**src/hw/rtl/box_average_downsampler_defines.svh**
```systemverilog
// Assertion macros shared by the box average downsampler RTL.
// Included by the modules that carry concurrent assertions; needs no package.
`ifndef BOX_AVERAGE_DOWNSAMPLER_DEFINES_SVH
`define BOX_AVERAGE_DOWNSAMPLER_DEFINES_SVH

// Checked on every rising edge except while reset is high.
`define BOXDS_ASSERT(label, clk, rst, prop, msg) \
   label: assert property (@(posedge clk) disable iff (rst) prop) else $error(msg);

// Checked on every rising edge, reset included.
`define BOXDS_ASSERT_ALWAYS(label, clk, prop, msg) \
   label: assert property (@(posedge clk) prop) else $error(msg);

`endif

```
**src/hw/rtl/boxds_pkg.sv**
```systemverilog
// Package of the box average downsampler: field widths, register indexes and
// the item types passed between its modules. Depends on nothing.
package boxds_pkg;

   localparam int PIX_W        = 16;
   localparam int FACTOR_W     = 5;
   localparam int SIZE_W       = 13;
   localparam int HEIGHT_LIMIT = 4096;
   localparam int ROW_W        = $clog2(HEIGHT_LIMIT);

   localparam int CSR_IDX_W  = 2;
   localparam int CSR_DATA_W = SIZE_W;

   localparam logic [CSR_IDX_W-1:0] CSR_BLOCK_FACTOR = CSR_IDX_W'(0);
   localparam logic [CSR_IDX_W-1:0] CSR_IN_WIDTH     = CSR_IDX_W'(1);
   localparam logic [CSR_IDX_W-1:0] CSR_IN_HEIGHT    = CSR_IDX_W'(2);

   typedef struct packed {
      logic row_done;
      logic frame_done;
   } boxds_mark_type;

   typedef struct packed {
      logic [PIX_W-1:0] average_value;
      logic             row_done;
      logic             frame_done;
   } boxds_rsp_type;

endpackage

```
**src/hw/rtl/boxds_divide.sv**
```systemverilog
// Three-stage pipeline that turns a block sum into its floor average by a
// reciprocal multiply and one correction step. Depends on boxds_pkg.
`include "box_average_downsampler_defines.svh"

module boxds_divide
   import boxds_pkg::*;
#(
   parameter int TOT_W = 24,
   parameter int RCP_W = 25,
   parameter int DIV_W = 9
) (
   input  logic           clock,
   input  logic           reset,
   input  logic           advance,
   input  logic           in_valid,
   input  logic [TOT_W-1:0] in_total,
   input  boxds_mark_type in_mark,
   input  logic [RCP_W-1:0] recip,
   input  logic [DIV_W-1:0] divisor,
   output logic           out_valid,
   output boxds_rsp_type  out_rsp
);

   localparam int PRD_W = TOT_W + RCP_W;
   localparam int QD_W  = TOT_W + DIV_W;

   logic             s2_valid_ff;
   logic [TOT_W-1:0] s2_total_ff;
   boxds_mark_type   s2_mark_ff;

   logic             s3_valid_ff;
   logic [TOT_W-1:0] s3_total_ff;
   logic [TOT_W-1:0] s3_q_ff;
   boxds_mark_type   s3_mark_ff;

   logic             s4_valid_ff;
   logic [TOT_W-1:0] s4_total_ff;
   logic [TOT_W-1:0] s4_q_ff;
   logic [TOT_W-1:0] s4_qd_ff;
   boxds_mark_type   s4_mark_ff;

   logic [PRD_W-1:0] prod;
   logic [QD_W-1:0]  qd_full;
   logic [TOT_W-1:0] rem;
   logic [TOT_W-1:0] q_fix;

   assign prod    = PRD_W'(s2_total_ff) * PRD_W'(recip);
   assign qd_full = QD_W'(s3_q_ff) * QD_W'(divisor);
   assign rem     = s4_total_ff - s4_qd_ff;
   assign q_fix   = (rem >= TOT_W'(divisor)) ? s4_q_ff + TOT_W'(1) : s4_q_ff;

   always_ff @(posedge clock) begin
      if (reset) begin
         s2_valid_ff <= 1'b0;
         s3_valid_ff <= 1'b0;
         s4_valid_ff <= 1'b0;
      end else if (advance) begin
         s2_valid_ff <= in_valid;
         s3_valid_ff <= s2_valid_ff;
         s4_valid_ff <= s3_valid_ff;
      end
   end

   always_ff @(posedge clock) begin
      if (advance) begin
         s2_total_ff <= in_total;
         s2_mark_ff  <= in_mark;
         s3_total_ff <= s2_total_ff;
         s3_q_ff     <= prod[TOT_W +: TOT_W];
         s3_mark_ff  <= s2_mark_ff;
         s4_total_ff <= s3_total_ff;
         s4_q_ff     <= s3_q_ff;
         s4_qd_ff    <= qd_full[TOT_W-1:0];
         s4_mark_ff  <= s3_mark_ff;
      end
   end

   assign out_valid              = s4_valid_ff;
   assign out_rsp.average_value  = q_fix[PIX_W-1:0];
   assign out_rsp.row_done       = s4_mark_ff.row_done;
   assign out_rsp.frame_done     = s4_mark_ff.frame_done;

   `BOXDS_ASSERT(a_est_not_above, clock, reset,
      s4_valid_ff |-> s4_qd_ff <= s4_total_ff, "quotient estimate too large")
   `BOXDS_ASSERT(a_one_correction, clock, reset,
      s4_valid_ff |-> (TOT_W+1)'(rem) < ((TOT_W+1)'(divisor) << 1),
      "quotient estimate off by more than one")
   `BOXDS_ASSERT(a_hold_on_stall, clock, reset,
      s4_valid_ff && !advance |=> s4_valid_ff && $stable(s4_q_ff),
      "last division stage changed while stalled")

endmodule

```
**config.mk**
```make
export PLATFORM = sky130hd
export DESIGN_NAME = boxds_divide
export DESIGN_NICKNAME = d
export VERILOG_FILES = /design/src/hw/rtl/boxds_pkg.sv /design/src/hw/rtl/boxds_divide.sv
export VERILOG_INCLUDE_DIRS = /design/src /design/src/hw/rtl
export SDC_FILE = /design/constraint.sdc
export NUM_CORES = 2
export LEC_CHECK = 0
export BUFFER_PORTS_ARGS = -buffer_cell sky130_fd_sc_hd__buf_4
export CAP_MARGIN = 20
export CORE_AREA = 2 2 249 226
export DETAILED_ROUTE_END_ITERATION = 7
export DIE_AREA = 0 0 251 228
export PLACE_DENSITY = 0.76
export SYNTH_ARGS = -nofsm -noshare
export SYNTH_HDL_FRONTEND = slang
export SYNTH_SLANG_ARGS = --single-unit
```
**constraint.sdc**
```tcl
create_clock -name clock -period 9.1 [get_ports clock]
set_input_delay 1.82 -clock clock [delete_from_list [all_inputs] [get_ports clock]]
set_output_delay 1.82 -clock clock [all_outputs]
set_load 0.01 [all_outputs]
```
==> reports/qor.yml <==
die_x_um: 251
start_util_pct: 54.27
worst_path_max_delay_cell: "fa_1"
start_kind: "primary input"
fillCellCount: 4633
syn_avg_cell_area_um2: 9.628
root_buffer: "clkbuf_16"
post_cts_buffers: 0
endpoint_kind: "flip-flop"
drive_gt1_share_pct: 5.541
fin_crit_ns: 8.443
ys_warn_count: 0
track_usage_pct: 25.80
critPathTopFamily: "adder cells"
status: "complete, no violations"
worst_slew_pin_slew_ns: 1.135
crit_top_cell: "fa_1"
cts_resized: 0
num_rows: 82
final.setup.worst_slack_ns: 0.6572
async_flop_share_pct: 0
grt_pass1_vias: 22039
rr_worst_depth: 26
cp_num_buf_inv: 8
boundaryPins: 83
portBuffers: 82
syn_inst: 3100
via_per_inst: 5.362
critPathKind: "in -> reg"
dp.cells: 3803
final_util_pct: 57.76
r2r_end: "s3_q_ff[22]"
relSlewSlack_pct: 24.31
ant_nets: 0
rsz0062_at_grt: "no"
cp.required_ns: 9.31
drc_errors: 0
hold_class: "reg -> reg"
clock-sinks: 145
hold_depth: 0
syn_area_mm2: 0.02985
ys_seq_area_share_pct: 14.49
cts_tree: "yes"
clk-insertion-delay-late_ns: 0.47
setup-tns-final_ns: 0
syn2layout_area_growth_pct: 6.431
ys_seq_elements: 145
dpl.hpwl_um: 55210
reg2reg_slack_ns: 1.14
first_pass_iters: 5
via_count: 20570
chipHeight_um: 228
grt_overflow: 0
diodes: 0
clock-skew-final_ns: 0.01832
grt_pass1_wl_um: 114900
slew_viol_final: 0
syn-num-nets: 4021
r2r_start: "s2_total_ff[0]"
synth_top_flop_cell: "edfxtp_1"
synth-edff-count: 142
yosysTopAreaCell: "fa_1"
synth.top_cell.area_share_pct: 41.99
setup_viol: 0
synth_cell_types: 68
grt_max_degree: 76
fin_cells: 3836
cts_hold_buf: 0
cp_max_fo: 24
slowest_delay_ns: 0.53
fin_nets: 4031
cap_violations: 0
htreeDepth: 4
wl_per_cell_um: 18.28
tritoncts.num_buffers: 17
finalCritPeriodShare_pct: 92.78
drt-initial-drc-count: 1459
clk_pin_slew_ns: 0.08
routed_wirelength_um: 70130
worstPathArrival_ns: 8.65
hold_viol_final: 0
dpl_worst_slack_ns: 0.1757
gp_congestion: 0.9058
max_clock_freq_ghz: 0.1184
clk_path_buf_depth: 2
worstHoldEndpoint: "s4_total_ff[22]"
min_from: "s3_total_ff[22]"
synth_area_leaders: "fa_1 (42%), edfxtp_1 (14%), ha_1 (9.7%)"
design.die.area_mm2: 0.05723
antenna_found_initial: 0
core_mm2: 0.05499
==> kinds of logic after synthesis <==
| kind of cell | count (synthesis) | share of synthesized area (%) |
|---|---|---|
| and+or+nand+nor | 966 | 16.25 |
| buffers and inverters | 868 | 10.95 |
| adders and majority gates | 857 | 51.67 |
| AOI/OAI and AO/OA | 170 | 3.836 |
| DFF | 145 | 14.49 |
| xor gates and xnor gates | 87 | 2.553 |
| muxes | 7 | 0.2431 |
==> metrics by stage <==
step | area, µm² | hold WS [ns]
detailed placement | 31170 | 0.4045
global placement | 31170 | 0.4005
CTS | 31710 | 0.4023
floorplan | 29850 | 0.4003
global route | 31770 | 0.4101
finish | 31770 | 0.4014
==> synthesized netlist by cell type, types with 8 or more instances <==
cell,count
nor2_1,46
nand2b_1,9
nand2_1,435
a21oi_1,45
o21a_1,9
o21ai_0,31
edfxtp_1,142
xor2_1,28
ha_1,231
nor4_1,8
inv_1,730
nand3_1,21
nor2b_1,13
nor3_1,18
and2_1,371
clkbuf_1,132
nand4_1,10
fa_1,626
a21o_1,26
xnor2_1,59
==> registers in the layout, indices dropped and copies added (netlist names) <==
| signal | cells |
|---|---|
| out_rsp | 2 |
| out_valid | 1 |
| s2_mark_ff | 2 |
| s2_total_ff | 24 |
| s2_valid_ff | 1 |
| s3_mark_ff | 2 |
| s3_q_ff | 24 |
| s3_total_ff | 24 |
| s3_valid_ff | 1 |
| s4_q_ff | 16 |
| s4_qd_ff | 24 |
| s4_total_ff | 24 |
==> placed cells by master, fill, tap and decap left out, types with 13 or more instances in the layout <==
cell type | Yosys | routed
and2_1 | 371 | 371
edfxtp_1 | 142 | 142
buf_4 | 0 | 126
o21ai_0 | 31 | 31
nand2_1 | 435 | 435
nor3_1 | 18 | 18
a21o_1 | 26 | 26
nor2_1 | 46 | 46
xnor2_1 | 59 | 59
inv_1 | 730 | 730
nor2b_1 | 13 | 13
a21oi_1 | 45 | 45
fa_1 | 626 | 626
nand3_1 | 21 | 21
ha_1 | 231 | 231
xor2_1 | 28 | 28
clkbuf_16 | 0 | 17
==> layer usage <==
layer / track usage [%] / vias up / wire (µm)
li1: - / 9235 / -
met1: 35.03 / 10436 / 29160
met2: 41.40 / 779 / 32860
met3: 6.447 / 120 / 6227
met4: 7.310 / 0 / 1885
met5: 0 / - / 0
==> how the worst max path moves through the flow <==
stage,depth (start not counted),from,slack [ns],endpoint
after floorplan,27,recip[13],0.89,s3_q_ff[21]
after global placement,27,recip[16],0.30,s3_q_ff[22]
after detailed placement,26,recip[16],0.18,s3_q_ff[22]
after CTS,26,recip[16],0.66,s3_q_ff[22]
after global routing,28,recip[11],0.18,s3_q_ff[21]
final,27,recip[9],0.66,s3_q_ff[22]
==> cell type report <==
type / count / area, µm² / area share, %
Timing Repair Buffer: 129 / 1012 / 3.187
Inverter: 730 / 2740 / 8.626
Sequential cell: 145 / 4324 / 13.61
Multi-Input combinational cell: 2087 / 22250 / 70.05
Clock inverter: 13 / 113.9 / 0.3584
Clock buffer: 18 / 429.2 / 1.351
Tap cell: 714 / 893.4 / 2.812
Power is left out: the tool's default activity adds up to more than one toggle a clock period on the data nets, which glitch-free logic cannot reach.
